## config.mk

```make
export PLATFORM = sky130hd
export DESIGN_NAME = tdpsc_divider
export DESIGN_NICKNAME = d
export VERILOG_FILES = /design/src/sv/tdpsc_pkg.sv /design/src/sv/tdpsc_divider.sv
export SDC_FILE = /design/constraint.sdc
export NUM_CORES = 1
export LEC_CHECK = 0
export ABC_CLOCK_PERIOD_IN_PS = 5800
export BUFFER_PORTS_ARGS = -buffer_cell sky130_fd_sc_hd__buf_2
export CORE_ASPECT_RATIO = 0.6
export CORE_MARGIN = 5
export CORE_UTILIZATION = 59
export DETAILED_ROUTE_END_ITERATION = 12
export GPL_ROUTABILITY_DRIVEN = 0
export PLACE_DENSITY = 0.87
export SLEW_MARGIN = 20
export SYNTH_ARGS = -nofsm -noshare
export SYNTH_HDL_FRONTEND = slang
export SYNTH_SLANG_ARGS = --single-unit
```

## constraint.sdc

```tcl
create_clock -name clk_i -period 5.8 [get_ports clk_i]
set_input_delay 0.58 -clock clk_i [delete_from_list [all_inputs] [get_ports clk_i]]
set_output_delay 0.58 -clock clk_i [all_outputs]
set_load 0.03 [all_outputs]
```

## src/sv/tdpsc_pkg.sv

```systemverilog
// Shared types, constants and register indexes of the tank drive speed controller.
// No dependencies.
`default_nettype none
package tdpsc_pkg;
  localparam int unsigned PwmFullScale = 2550;
  localparam int unsigned IntegWidth = 48;
  localparam int unsigned Unity = 65536;

  typedef enum logic [2:0] {
    REG_GAIN_PROP      = 3'd0,
    REG_GAIN_INTEG     = 3'd1,
    REG_GAIN_DERIV     = 3'd2,
    REG_STEER_DEADZONE = 3'd3,
    REG_TOP_SPEED_RPM  = 3'd4,
    REG_STEPS_PER_TURN = 3'd5
  } reg_idx_e;

  // request and answer of the shared bit-serial divider
  typedef struct packed {
    logic        start;
    logic [95:0] dividend;
    logic [63:0] divisor;
  } div_req_t;

  typedef struct packed {
    logic        done;
    logic [95:0] quotient;
    logic [63:0] remainder;
  } div_rsp_t;
endpackage
`default_nettype wire

```

## src/sv/tdpsc_divider.sv

```systemverilog
// Bit-serial restoring divider, one quotient bit per cycle.
// Depends on tdpsc_pkg.
`default_nettype none
module tdpsc_divider (
  input  wire logic                clk_i,
  input  wire logic                rst_ni,
  input  wire tdpsc_pkg::div_req_t req_i,
  output tdpsc_pkg::div_rsp_t      rsp_o
);
  import tdpsc_pkg::*;

  logic [95:0] quo_q;
  logic [64:0] rem_q;
  logic [63:0] dsr_q;
  logic [6:0]  cnt_q;
  logic        busy_q, done_q;
  logic [64:0] trial;
  logic [64:0] shifted;

  // shift one dividend bit into the partial remainder and try a subtract
  always_comb begin
    shifted = {rem_q[63:0], quo_q[95]};
    trial   = shifted - {1'b0, dsr_q};
  end

  always_ff @(posedge clk_i or negedge rst_ni) begin
    if (!rst_ni) begin
      busy_q <= 1'b0;
      done_q <= 1'b0;
      cnt_q  <= '0;
    end else begin
      done_q <= 1'b0;
      if (req_i.start) begin
        busy_q <= 1'b1;
        cnt_q  <= 7'd96;
      end else if (busy_q) begin
        cnt_q <= cnt_q - 7'd1;
        if (cnt_q == 7'd1) begin
          busy_q <= 1'b0;
          done_q <= 1'b1;
        end
      end
    end
  end

  always_ff @(posedge clk_i) begin
    if (req_i.start) begin
      quo_q <= req_i.dividend;
      rem_q <= '0;
      dsr_q <= req_i.divisor;
    end else if (busy_q) begin
      if (!trial[64]) begin
        rem_q <= trial;
        quo_q <= {quo_q[94:0], 1'b1};
      end else begin
        rem_q <= shifted;
        quo_q <= {quo_q[94:0], 1'b0};
      end
    end
  end

  assign rsp_o.done      = done_q;
  assign rsp_o.quotient  = quo_q;
  assign rsp_o.remainder = rem_q[63:0];
endmodule
`default_nettype wire

```

==> flow_metrics.tcl <==
set metrics [dict create \
    clk_latency_ns 0.54 \
    final_net_count 1817 \
    tightest_slew_ns 1.01 \
    first_global_vias 10830 \
    cpMostUsedCell "a21oi_1" \
    synth_nets 1534 \
    yosys-top-cells-area "edfxtp_1 (36%), dfxtp_1 (9.6%), mux2_2 (8.0%)" \
    die_area_um2 25700 \
    worstHoldStart "req_i[12]" \
    period_minus_slack_ns 4.30 \
    cp.required_ns 6.24 \
    syn_inst 1304 \
    synthSimpleGateAreaFrac_pct 12.0 \
    cts_tree "built" \
    slowest_stage "and2_2" \
    num_antenna_cells 0 \
    path_cells "inv_1, ha_1, fa_1, nand2b_1, a21oi_1, a21oi_1, a41o_1, a2111oi_4, o21ai_2, nand3b_2, and2_2, buf_4, nand2_1, a311oi_1" \
    antenna_found_initial 2 \
    tns_ns 0 \
    end_kind "flip-flop" \
    netlist_area_um2 13300 \
    netlist.area_leader.share_pct 36.1 \
    die_x_um 204 \
    die_y_um 126 \
    initial_core_util_pct 60.1 \
    synth_top_cell_by_area "edfxtp_1" \
    synth_compound_gate_area_share_pct 16.5 \
    syn_avg_cell_area_um2 10.2 \
    outcome "completed" \
    drt_iter0_drc 1361 \
    crit_fanout 42 \
    grtUsageTotal_pct 28.4 \
    vias_per_cell 6.05 \
    clk_path_buf_depth 3 \
    synth-xor-area-share_pct 3.95 \
    ys_seq_elements 233 \
    io-pin-count 324 \
    first_pass_iters 7 \
    ff2ff_setup_slack_ns 1.50 \
    ys.flop_type "edfxtp_1" \
    syn2layout_area_growth_pct 18.8 \
    wire_per_inst_um 20.1 \
    startpoint_type "flip-flop" \
    clock_skew_ns 0.0142 \
    drv_slew 0 \
    synth_cell_types 77 \
    cap_violations 0 \
    layout-drive-gt1-share_pct 30.5 \
    path_clk_slew_ns 0.07 \
    rr_worst_depth 14 \
    portBuffers 323 \
    synth_edf_count 160 \
    yosys_warnings 0 \
    crit_type "flip-flop to flip-flop" \
    reg2reg_from "quo_q[95]" \
    synth_fa_ha_area_share_pct 6.36 \
    hpwl_mm 29.0 \
    cts.sinks 233 \
    ys_seq_area_share_pct 47.5 \
    total_leakage_power_nw 6.93 \
    vias 11572 \
    coreArea_um2 22100 \
    finalHoldViolCount 0 \
    p_per_area_nw_per_um2 483 \
    gr-total-overflow 0 \
    finalWirelength_mm 38.3 \
    synth_top_family_by_area "compound AO/OA/AOI/OAI gates" \
    rsz0062_at_grt "false" \
    fin_crit_sh_pct 74.2 \
    reg2reg_to "rem_q[19]" \
    postLayoutSetupSlackWorst_ns 1.50 \
    peakVddDrop_v 0.000365 \
    synth_mux_area_share_pct 8.50 \
    async_reset_ff_share_pct 3.86 \
    holdPathEnd "dsr_q[12]" \
    nFillCells 1641 \
    setup_violations 0 \
    grt_pass1_wl_mm 59.1 \
    pre_cts_ws_ns 1.55 \
    max_freq_mhz 232 \
    max-slew-margin-rel_pct 32.8 \
    drtAntennaViolNets 0 \
    grt_max_degree 77 \
    max_stage_delay_ns 0.84 \
    numCtsBuffers 23 \
    cts_root_buffer "clkbuf_16" \
    holdPathStages 1 \
    rows 42 \
    htree_levels 1 \
    arrival_ns 4.75 \
    hold_class "primary input to flip-flop" \
    drc 0 \
]
## report_power, final
part	switching [mW]	leakage [nW]	total (mW)	internal, mW
combinational	2.41	4.29	3.66	1.25
sequential	0.323	2.27	2.44	2.12
clock	0.670	0.374	1.53	0.858
## metrics by stage
stage	utilization, %	cell area, µm²	cells	total power [mW]	hold WS [ns]
2_1_floorplan	-	13300	1304	5.10	0.284
3_3_place_gp	67.9	15000	1869	5.91	0.441
3_5_place_dp	67.9	15000	1869	6.04	0.445
4_1_cts	71.4	15800	1912	7.57	0.191
5_1_grt	71.4	15800	1912	8.05	0.193
6_report	71.4	15800	1912	7.63	0.210
## flip-flops by register name (all words and copies together) (netlist names)
name	flops
quo_q	96
done_q	1
rem_q	64
dsr_q	64
busy_q	1
cnt_q	7
## how the worst max path moves through the flow
| stage | cells after the start | slack (ns) | startpoint | end |
|---|---|---|---|---|
| final | 14 | 1.50 | quo_q[95] | rem_q[19] |
| after global routing | 14 | 1.20 | quo_q[95] | rem_q[19] |
| after CTS | 14 | 1.54 | quo_q[95] | rem_q[19] |
| after detailed placement | 14 | 1.55 | quo_q[95] | rem_q[19] |
| after global placement | 13 | 1.72 | quo_q[95] | rem_q[58] |
| after floorplan | 4 | 2.33 | req_i[160] | quo_q[0] |
## timing repair
action / CTS / global route
hold buffers: 1 / 0
hold endpoints to repair: 9 / 0
setup buffers: 0 / 0
endpoints found under the setup margin: 0 / 0
resized for setup: 0 / 0
## critical path: cells and delay by family (launching register included)
family | cells | cell delay (ns)
AOI/OAI and AO/OA | 6 | 1.47
and+or+nand+nor | 4 | 1.29
adders and majority gates | 2 | 0.62
buffers and inverters | 2 | 0.45
DFF | 1 | 0.36
## layer usage
layer  global-route usage, %  part of all wire [%]  vias to the layer above
met5                       0                 0.073                        -
met4                    6.22                   2.3                        4
met3                    7.73                    11                       78
met2                    42.1                    44                      649
met1                    42.1                    43                     5495
li1                        -                     -                     5346
## synth_stat cells, types with 7 or more instances
cell type	count
clkbuf_1	52
nand3_1	12
a311oi_2	9
a211oi_1	10
inv_1	95
o21bai_1	19
edfxtp_1	160
a311oi_1	37
nand2b_1	7
o21a_1	9
a21o_1	17
dfxtp_1	64
xor2_1	21
a21oi_1	86
dfrtp_1	9
buf_2	8
mux2_2	95
nor2_1	99
a32oi_1	7
buf_4	7
and2_1	7
ha_1	66
nor3_1	11
o21ai_0	63
a31oi_1	9
nand2_1	162
xnor2_1	39
nand4_1	28
## cells in the final DEF (no fill, tap or decap), drive strengths merged, types with 4 or more instances in the layout
master and instances:
a211oi 10, nor2b 4, a32oi 7, ha 66, nor4 5, a311oi 46
buf 328, o21bai 19, nor2 99, dfxtp 64, or3 4, nand2b 7
o41ai 4, and2 8, a21o 17, nand3 12, a31oi 9, dfrtp 9
a21boi 5, nand2 164, a21oi 87, o21a 9, mux2 95, clkbuf 29
edfxtp 160, o21ai 67, xor2 21, xnor2 39, o211ai 7, mux2i 6
clkinv 8, inv 97, nor3 11, nand4 28
## kinds of logic after synthesis
family / count (synthesis)
AO/OA/AOI/OAI: 318
XOR/XNOR: 60
adder cells (fa/ha/maj): 67
AND/OR/NAND/NOR: 358
buffers and inverters: 167
multiplexers: 101
flip-flops: 233
## layout make-up
| type | count | area, µm² | share of cell area (%) |
|---|---|---|---|
| flip-flops and latches | 233 | 6310 | 40.0 |
| clock buffers | 28 | 614 | 3.89 |
| inverters | 95 | 358 | 2.26 |
| well taps | 308 | 385 | 2.44 |
| clock inverters | 14 | 150 | 0.950 |
| multi-input cells | 904 | 6300 | 39.9 |
| repair buffers | 330 | 1680 | 10.6 |
Note: power is estimated with default switching activity, not from simulation.
