$ cat config.mk
export PLATFORM = sky130hd
export DESIGN_NAME = tdpsc_multiplier
export DESIGN_NICKNAME = d
export VERILOG_FILES = /design/src/sv/tdpsc_pkg.sv /design/src/sv/tdpsc_multiplier.sv
export SDC_FILE = /design/constraint.sdc
export NUM_CORES = 1
export LEC_CHECK = 0
export ABC_AREA = 1
export BUFFER_PORTS_ARGS = -buffer_cell sky130_fd_sc_hd__buf_2
export CAP_MARGIN = 20
export CORE_MARGIN = 5
export CORE_UTILIZATION = 62
export CTS_BUF_LIST = sky130_fd_sc_hd__clkbuf_8
export DETAILED_ROUTE_END_ITERATION = 7
export GPL_TIMING_DRIVEN = 0
export PLACE_DENSITY = 0.87
export SLEW_MARGIN = 25
export SYNTH_ARGS = -nofsm -noshare
export SYNTH_HDL_FRONTEND = slang
export SYNTH_SLANG_ARGS = --single-unit
$ cat constraint.sdc
create_clock -name clk_i -period 5.3 [get_ports clk_i]
set_input_delay 0.53 -clock clk_i [delete_from_list [all_inputs] [get_ports clk_i]]
set_output_delay 0.53 -clock clk_i [all_outputs]
set_load 0.01 [all_outputs]
$ cat src/sv/tdpsc_pkg.sv
// Shared types, constants and register indexes of the tank drive speed controller.
// No dependencies.
`default_nettype none
package tdpsc_pkg;
  localparam int unsigned PwmFullScale = 2550;
  localparam int unsigned IntegWidth = 48;
  localparam int unsigned Unity = 65536;

  typedef enum logic [2:0] {
    REG_GAIN_PROP      = 3'd0,
    REG_GAIN_INTEG     = 3'd1,
    REG_GAIN_DERIV     = 3'd2,
    REG_STEER_DEADZONE = 3'd3,
    REG_TOP_SPEED_RPM  = 3'd4,
    REG_STEPS_PER_TURN = 3'd5
  } reg_idx_e;

  // request and answer of the shared bit-serial divider
  typedef struct packed {
    logic        start;
    logic [95:0] dividend;
    logic [63:0] divisor;
  } div_req_t;

  typedef struct packed {
    logic        done;
    logic [95:0] quotient;
    logic [63:0] remainder;
  } div_rsp_t;
endpackage
`default_nettype wire

$ cat src/sv/tdpsc_multiplier.sv
// Shift-and-add multiplier, 64 by 32 bits unsigned, one multiplier bit a cycle.
// Depends on tdpsc_pkg.
`default_nettype none
module tdpsc_multiplier (
  input  wire logic        clk_i,
  input  wire logic        rst_ni,
  input  wire logic        start_i,
  input  wire logic [63:0] a_i,
  input  wire logic [31:0] b_i,
  output logic             done_o,
  output logic [95:0]      prod_o
);
  import tdpsc_pkg::*;

  logic [95:0] acc_q, mcand_q;
  logic [31:0] mplier_q;
  logic [5:0]  cnt_q;
  logic        busy_q, done_q;

  always_ff @(posedge clk_i or negedge rst_ni) begin
    if (!rst_ni) begin
      busy_q <= 1'b0;
      done_q <= 1'b0;
      cnt_q  <= '0;
    end else begin
      done_q <= 1'b0;
      if (start_i) begin
        busy_q <= 1'b1;
        cnt_q  <= 6'd32;
      end else if (busy_q) begin
        cnt_q <= cnt_q - 6'd1;
        if (cnt_q == 6'd1) begin
          busy_q <= 1'b0;
          done_q <= 1'b1;
        end
      end
    end
  end

  // add the shifted multiplicand where the low multiplier bit is set
  always_ff @(posedge clk_i) begin
    if (start_i) begin
      acc_q    <= '0;
      mcand_q  <= {32'd0, a_i};
      mplier_q <= b_i;
    end else if (busy_q) begin
      if (mplier_q[0]) acc_q <= acc_q + mcand_q;
      mcand_q  <= {mcand_q[94:0], 1'b0};
      mplier_q <= {1'b0, mplier_q[31:1]};
    end
  end

  assign done_o = done_q;
  assign prod_o = acc_q;
endmodule
`default_nettype wire
==> results of run 1 <==
[stage by stage]
stage	util (%)	worst slack [ns]	hold slack, ns	area (um^2)	TNS (ns)
floorplan	-	1.031	0.2344	19200	0
detailed placement	67.72	2.150	0.3819	20720	0
finish	70.14	2.386	0.2065	21450	0
global route	70.14	2.248	0.2129	21450	0
global placement	67.56	-1.072	0.3701	20660	-108.31
CTS	70.14	2.467	0.1868	21450	0
[area by class of cell]
cell class,instances,area [um^2]
Multi-Input combinational cell,2244,10650
Fill cell,2739,9135
Sequential cell,232,5645
Inverter,707,2654
Timing Repair Buffer,197,1028
Clock buffer,43,591.8
Tap cell,396,495.5
Buffer,58,249.0
Clock inverter,25,136.4
[cells in the mapped netlist (all sizes together) (19+ instances only)]
| master | number | share of area [%] |
|---|---|---|
| edfxtp | 96 | 15 |
| nand2 | 1310 | 26 |
| ha | 97 | 6.3 |
| xor2 | 46 | 2.1 |
| nor3 | 19 | 0.76 |
| clkbuf | 52 | 1.1 |
| o21ai | 76 | 2.0 |
| a21oi | 74 | 2.0 |
| o22ai | 31 | 1.0 |
| dfxtp | 128 | 13 |
| nand4 | 27 | 0.88 |
| nand3 | 121 | 3.7 |
| inv | 706 | 14 |
| nor2 | 419 | 9.7 |
[worst max-delay path, stage by stage (launching register included)]
cell and delay, ns:
edfxtp_1 0.40, ha_1 0.26, fa_1 0.47, nand3_1 0.11, nand3_1 0.23, nand2_1 0.13, nand2_1 0.15, nand2_1 0.10
nand2_1 0.11, nand2_1 0.10, nand3_2 0.22, nand2_1 0.18, nand2_1 0.06, nand2_1 0.05, nand3_1 0.08, nand2_1 0.11
inv_1 0.04
[worst max-delay path by stage]
stage	start	end	slack (ns)	cells after the start
6_report	mcand_q[0]$_SDFFCE_PN0P_	prod_o[64]$_SDFFE_PP0P_	2.39	16
3_3_place_gp	start_i	mcand_q[36]$_DFFE_PP_	-1.07	4
4_1_cts	mcand_q[0]$_SDFFCE_PN0P_	prod_o[64]$_SDFFE_PP0P_	2.47	16
2_1_floorplan	start_i	mcand_q[0]$_SDFFCE_PN0P_	1.03	4
5_1_grt	mcand_q[0]$_SDFFCE_PN0P_	prod_o[64]$_SDFFE_PP0P_	2.25	16
3_5_place_dp	start_i	prod_o[58]$_SDFFE_PP0P_	2.15	6
[power groups by stage]
stage / logic (mW) / registers, mW / clock network (mW)
after global routing: 2.47 / 2.25 / 1.65
after CTS: 2.19 / 2.23 / 1.56
after floorplan: 1.42 / 2.28 / 0
after global placement: 2.11 / 2.26 / 0
after detailed placement: 2.17 / 2.27 / 0
final: 2.25 / 2.24 / 1.54
[cells in the final DEF (no fill, tap or decap), types with 66 or more instances in the layout]
cell type and instances:
nor2_2 66, inv_1 676, edfxtp_1 96, nor2_1 337
nand2_1 1275, buf_2 194, ha_1 97, nand3_1 100
dfxtp_1 128, o21ai_0 74, a21oi_1 70
[routing by layer]
layer,GRT usage [%],vias up
met5,0,-
met4,12.71,0
met3,8.521,134
met2,58.79,981
met1,51.40,9287
li1,-,10150
[registers in the layout (all words and copies together), names as in the netlist]
signal,flops
busy_q,1
prod_o,96
mplier_q,32
mcand_q,96
done_o,1
cnt_q,6
[repair_timing]
item                      CTS  global route
hold endpoints to repair    8             0
buffers inserted            0             0
hold buffers                1             0
[logic make-up after synthesis]
logic type | Yosys count | share of synthesized area, %
simple gates | 1909 | 41.57
buf+inv | 765 | 15.10
flops | 232 | 29.41
compound gates | 189 | 5.312
fa+ha+maj | 98 | 6.426
xor+xnor | 48 | 2.190
==> results.toml, run 1 <==
[worst_setup_path]
worst-r2r-cell-count = 16
critical_path_peak_fanout = 4
timing.reg2reg.setup_slack_ns = 2.39
critPathRequiredTime_ns = 5.77
start_kind = "flip-flop"
worst_r2r_startpoint = "mcand_q[0]$_SDFFCE_PN0P_"
worst_r2r_endpoint = "prod_o[64]$_SDFFE_PP0P_"
cp_data_arrival_time_ns = 3.38
criticalPathCategory = "reg -> reg"
critical_path.endpoint_type = "flip-flop"

[clocking]
cts-root-buf = "clkbuf_8"
cts.clk_slew.worst_paths_ns = 0.07
clock_tree.buffer_depth = 3
skew_pair_late_insertion_delay_ns = 0.58
cts-htree-levels = 2
ctsResizeCount = 0
clock_sinks = 232
tritoncts = "built"
tritoncts.num_buffers = 39

[power_and_ir_drop]
internal-power_mw = 3.574
switching_share_pct = 40.74
powerDensity_nw_per_um2 = 281.1
sequential_fraction_of_design_power_pct = 37.1
static-leakage-power_nw = 12.63
switching_power_mw = 2.457
clock_power_share_pct = 25.6
pwr-share-comb_pct = 37.3
power_total_mw = 6.031
ir_drop_mv = 0.2919

[synthesis]
mappedNetlistNets = 3438
ys.warnings.count = 0
yosysSeqAreaShare_pct = 29.41
netlist_instances = 3241
synth_flop_cell = "dfxtp_1"
synth-seq-cells = 232
synth_edf_count = 96
asyncSetResetFlopFracSynth_pct = 3.448
post_synth_instance_area_um2 = 19200
syn-mean-instance-area_um2 = 5.924
synth.distinct_cells = 36

[final_layout]
design.final.nets = 3676
antenna_cells = 0
area_growth_pct = 11.75
layout-drive-gt1-share_pct = 12.89
layout.cells.non_filler = 3902

[sta]
maxSlewHeadroom_pct = 27.21
final_max_slew_viol_count = 0
final_report_setup_violation_count = 0
final.setup_skew_ns = 0.02797
rsz0062_at_grt = "no"
min_period_over_period_pct = 54.98
worst_slew_pin_slew_ns = 1.092
final_hold_viol_count = 0
fin_crit_ns = 2.914
timing.fmax_ghz = 0.3432

[global_routing]
global_route_wire_length_before_repair_um = 100200
grt_remaining_overflow = 0
grt_start_max_net_pins = 55
vias_in_the_first_global_route = 19120
grt_util_all_layers_pct = 37.53
antenna_found_initial = 0

[route]
avgRoutedWirePerCell_um = 16.93
routedLengthMet1_um = 27520
detail_route.vias_per_cell = 5.267
route.antenna.remaining_nets = 0
route.top_layer_used = "met4"
totalWireLength_um = 66060
drt_first_pass_iters = 6
met3_length_um = 7657
drc_errors = 0
dr_total_vias = 20550
met2WireLength_um = 28510
dr.first_iter.drc_count = 2026

[place]
placedCellCount = 3833
gp_congestion = 1.107
place.port_buffers = 194
hpwlAfterDp_um = 54780

[die]
die_area_um2 = 34580
coreArea_um2 = 30590
die_h_um = 186.0
ios = 196
die_width_um = 186.0
fp-row-count = 64
floorplan.initialDensity_pct = 62.76

[worst_hold_path]
timing.hold.worst.start = "b_i[31]"
hold_path_class = "in -> reg"
hold_depth = 3
min_to = "mplier_q[31]$_SDFFCE_PN0P_"

[run_status]
outcome = "complete, no violations"

[flow_run]
cap_viol_max_count = 0
No activity file was read; power rests on OpenSTA's default activity.
==> run 2: changes to the inputs <==
- ABC_AREA: 1 -> 0
- CORE_UTILIZATION: 62 -> 61
- PLACE_DENSITY: 0.87 -> 0.88
- clock period: 5.3 -> 2.8 ns (I/O delays scaled with it)
==> results.toml, run 2 <==
[clocking]
tritoncts.num_buffers = 40
skew_pair_late_insertion_delay_ns = 0.58
clock_sinks = 232
cts.clk_slew.worst_paths_ns = 0.06
cts-htree-levels = 2
cts-root-buf = "clkbuf_8"
tritoncts = "built"
clock_tree.buffer_depth = 3

[final_layout]
area_growth_pct = 27.91
layout.cells.non_filler = 2323
layout.filler_cells = 1593
layout.area.seq_um2 = 5650
multiInputGateArea_um2 = 9651
final_area_um2 = 18960
mostFrequentLayoutCells = "nand2_1 (207), buf_2 (200), a21oi_1 (144)"
layout-drive-gt1-share_pct = 31.42
most_common_cell_after_layout_fill_and_taps_aside = "nand2_1"
antenna_cells = 0
final_core_util_pct = 78.66
design.final.nets = 2165

[die]
floorplan.initialDensity_pct = 61.50
die_area_um2 = 27520
die_width_um = 165.9
ios = 196
coreArea_um2 = 24110
die_h_um = 165.9
fp-row-count = 57

[global_routing]
grt_remaining_overflow = 0
grt_util_all_layers_pct = 33.03
antenna_found_initial = 0
vias_in_the_first_global_route = 14230
grt_start_max_net_pins = 34
global_route_wire_length_before_repair_um = 75220

[route]
detail_route.vias_per_cell = 6.284
dr_total_vias = 14600
route.antenna.remaining_nets = 0
drc_errors = 0
avgRoutedWirePerCell_um = 21.13
totalWireLength_um = 49090
dr.first_iter.drc_count = 1347
drt_first_pass_iters = 5

[synthesis]
synth.area.top_cells = "edfxtp_1 (19%), dfxtp_1 (17%), ha_1 (8.2%)"
post_synth_instance_area_um2 = 14820
synth_flop_cell = "dfxtp_1"
synthDominantCellAreaShare_pct = 19.45
yosysTopAreaCell = "edfxtp_1"
synth-seq-cells = 232
asyncSetResetFlopFracSynth_pct = 3.448
synth_most_common_cell = "nand2_1"
synth.distinct_cells = 80
yosys-top-cells-count = "nand2_1 (217), a21oi_1 (179), dfxtp_1 (128)"
syn-mean-instance-area_um2 = 8.995
yosysSeqAreaShare_pct = 38.08
mappedNetlistNets = 1845
ys.warnings.count = 0
netlist_instances = 1648
synth_edf_count = 96

[worst_setup_path]
criticalPathCategory = "reg -> reg"
cp-startpoint = "mcand_q[0]$_SDFFCE_PN0P_"
worst_r2r_endpoint = "prod_o[68]$_SDFFE_PP0P_"
worst_r2r_startpoint = "mcand_q[0]$_SDFFCE_PN0P_"
critical_path_peak_fanout = 5
worst-r2r-cell-count = 13
critical_path.endpoint_type = "flip-flop"
cp_data_arrival_time_ns = 4.12
critPathRequiredTime_ns = 3.30
timing.reg2reg.setup_slack_ns = -0.82
worstSetupEndpoint = "prod_o[68]$_SDFFE_PP0P_"
start_kind = "flip-flop"

[sta]
fin_crit_ns = 3.620
post-route-worst-setup-slack_ns = -0.8200
min_period_over_period_pct = 129.3
final_hold_viol_count = 0
maxSlewHeadroom_pct = 31.24
final_report_setup_violation_count = 60
final.setup_skew_ns = 0.04116
timing.fmax_ghz = 0.2762
rsz0062_at_grt = "yes"
final_max_slew_viol_count = 0
hold_slack_ns = 0.01285
worst_slew_pin_slew_ns = 1.028

[run_status]
outcome = "finished, violations left"
failed_checks = "negative setup slack"

[worst_hold_path]
hold_path_class = "in -> reg"

[place]
post_dp_cell_area_um2 = 16430
place.port_buffers = 194
gp_congestion = 0.9608
hpwlAfterDp_um = 33440
placedCellCount = 2169

[power_and_ir_drop]
powerDensity_nw_per_um2 = 845.0
static-leakage-power_nw = 8.353
ir_drop_mv = 0.6423
power_total_mw = 16.02

[flow_run]
cap_viol_max_count = 0
run 2: power by group:
part	internal, mW	leakage [nW]	switching, mW
logic	3.52	5.72	4.57
clock network	1.66	0.473	1.49
registers	4.18	2.16	0.610
run 2: area by class of cell:
cell class	instances	share of cell area (%)
multi-input combinational	1277	50.89
sequential	232	29.80
timing repair buffer	300	10.11
clock buffer	48	3.484
tap	324	2.138
buffer	81	2.079
clock inverter	25	0.7654
inverter	36	0.7324
run 2: critical path: stages (launching register included):
cell,delay [ns]
edfxtp_1,0.42
ha_4,0.19
fa_2,0.35
a21o_1,0.23
a221oi_4,0.31
or4_4,0.20
a211oi_4,0.08
or4b_4,0.55
a31o_4,0.27
a31oi_4,0.26
buf_4,0.18
o21ai_4,0.06
nor4b_1,0.31
a311o_1,0.16
run 2: metal layers:
| metal | GRT usage (%) | wire length, um | up-vias |
|---|---|---|---|
| li1 | - | - | 6677 |
| met1 | 42.32 | 19120 | 6874 |
| met2 | 54.28 | 22860 | 858 |
| met3 | 6.856 | 4614 | 189 |
| met4 | 14.53 | 2493 | 0 |
| met5 | 0 | 0 | - |
run 2: through the flow:
step / worst slack [ns] / TNS (ns)
5_1_grt: -0.8592 / -28.97
3_5_place_dp: -0.9539 / -26.72
2_1_floorplan: -0.4399 / -3.748
4_1_cts: -0.7325 / -16.77
3_3_place_gp: -1.011 / -121.73
6_report: -0.8200 / -24.24
run 2: how the worst min path moves through the flow:
stage	start	end	slack, ns	cells after the start
detailed placement	rst_ni	done_o$_DFF_PN0_	0.13	1
CTS	a_i[8]	mcand_q[8]$_DFFE_PP_	0.0002	2
floorplan	rst_ni	busy_q$_DFF_PN0_	-0.02	0
global route	b_i[28]	mplier_q[28]$_DFFE_PP_	0.002	2
finish	b_i[23]	mplier_q[23]$_DFFE_PP_	0.01	2
global placement	rst_ni	done_o$_DFF_PN0_	0.13	1
run 2: cells by family after synthesis:
| kind of cell | synth area share (%) |
|---|---|
| AO/OA/AOI/OAI | 20.00 |
| XOR/XNOR | 4.904 |
| adder cells (fa/ha/maj) | 8.322 |
| buffers and inverters | 3.747 |
| flip-flops | 38.08 |
| multiplexers | 9.706 |
| AND/OR/NAND/NOR | 15.24 |
run 2: timing repair:
action                                  CTS  global route
endpoints found under the setup margin   63            69
resized for setup                       125           131
hold buffers                             20             1
pin swaps                                60            84
buffers inserted                         40            48
endpoints found under the hold margin    27             1
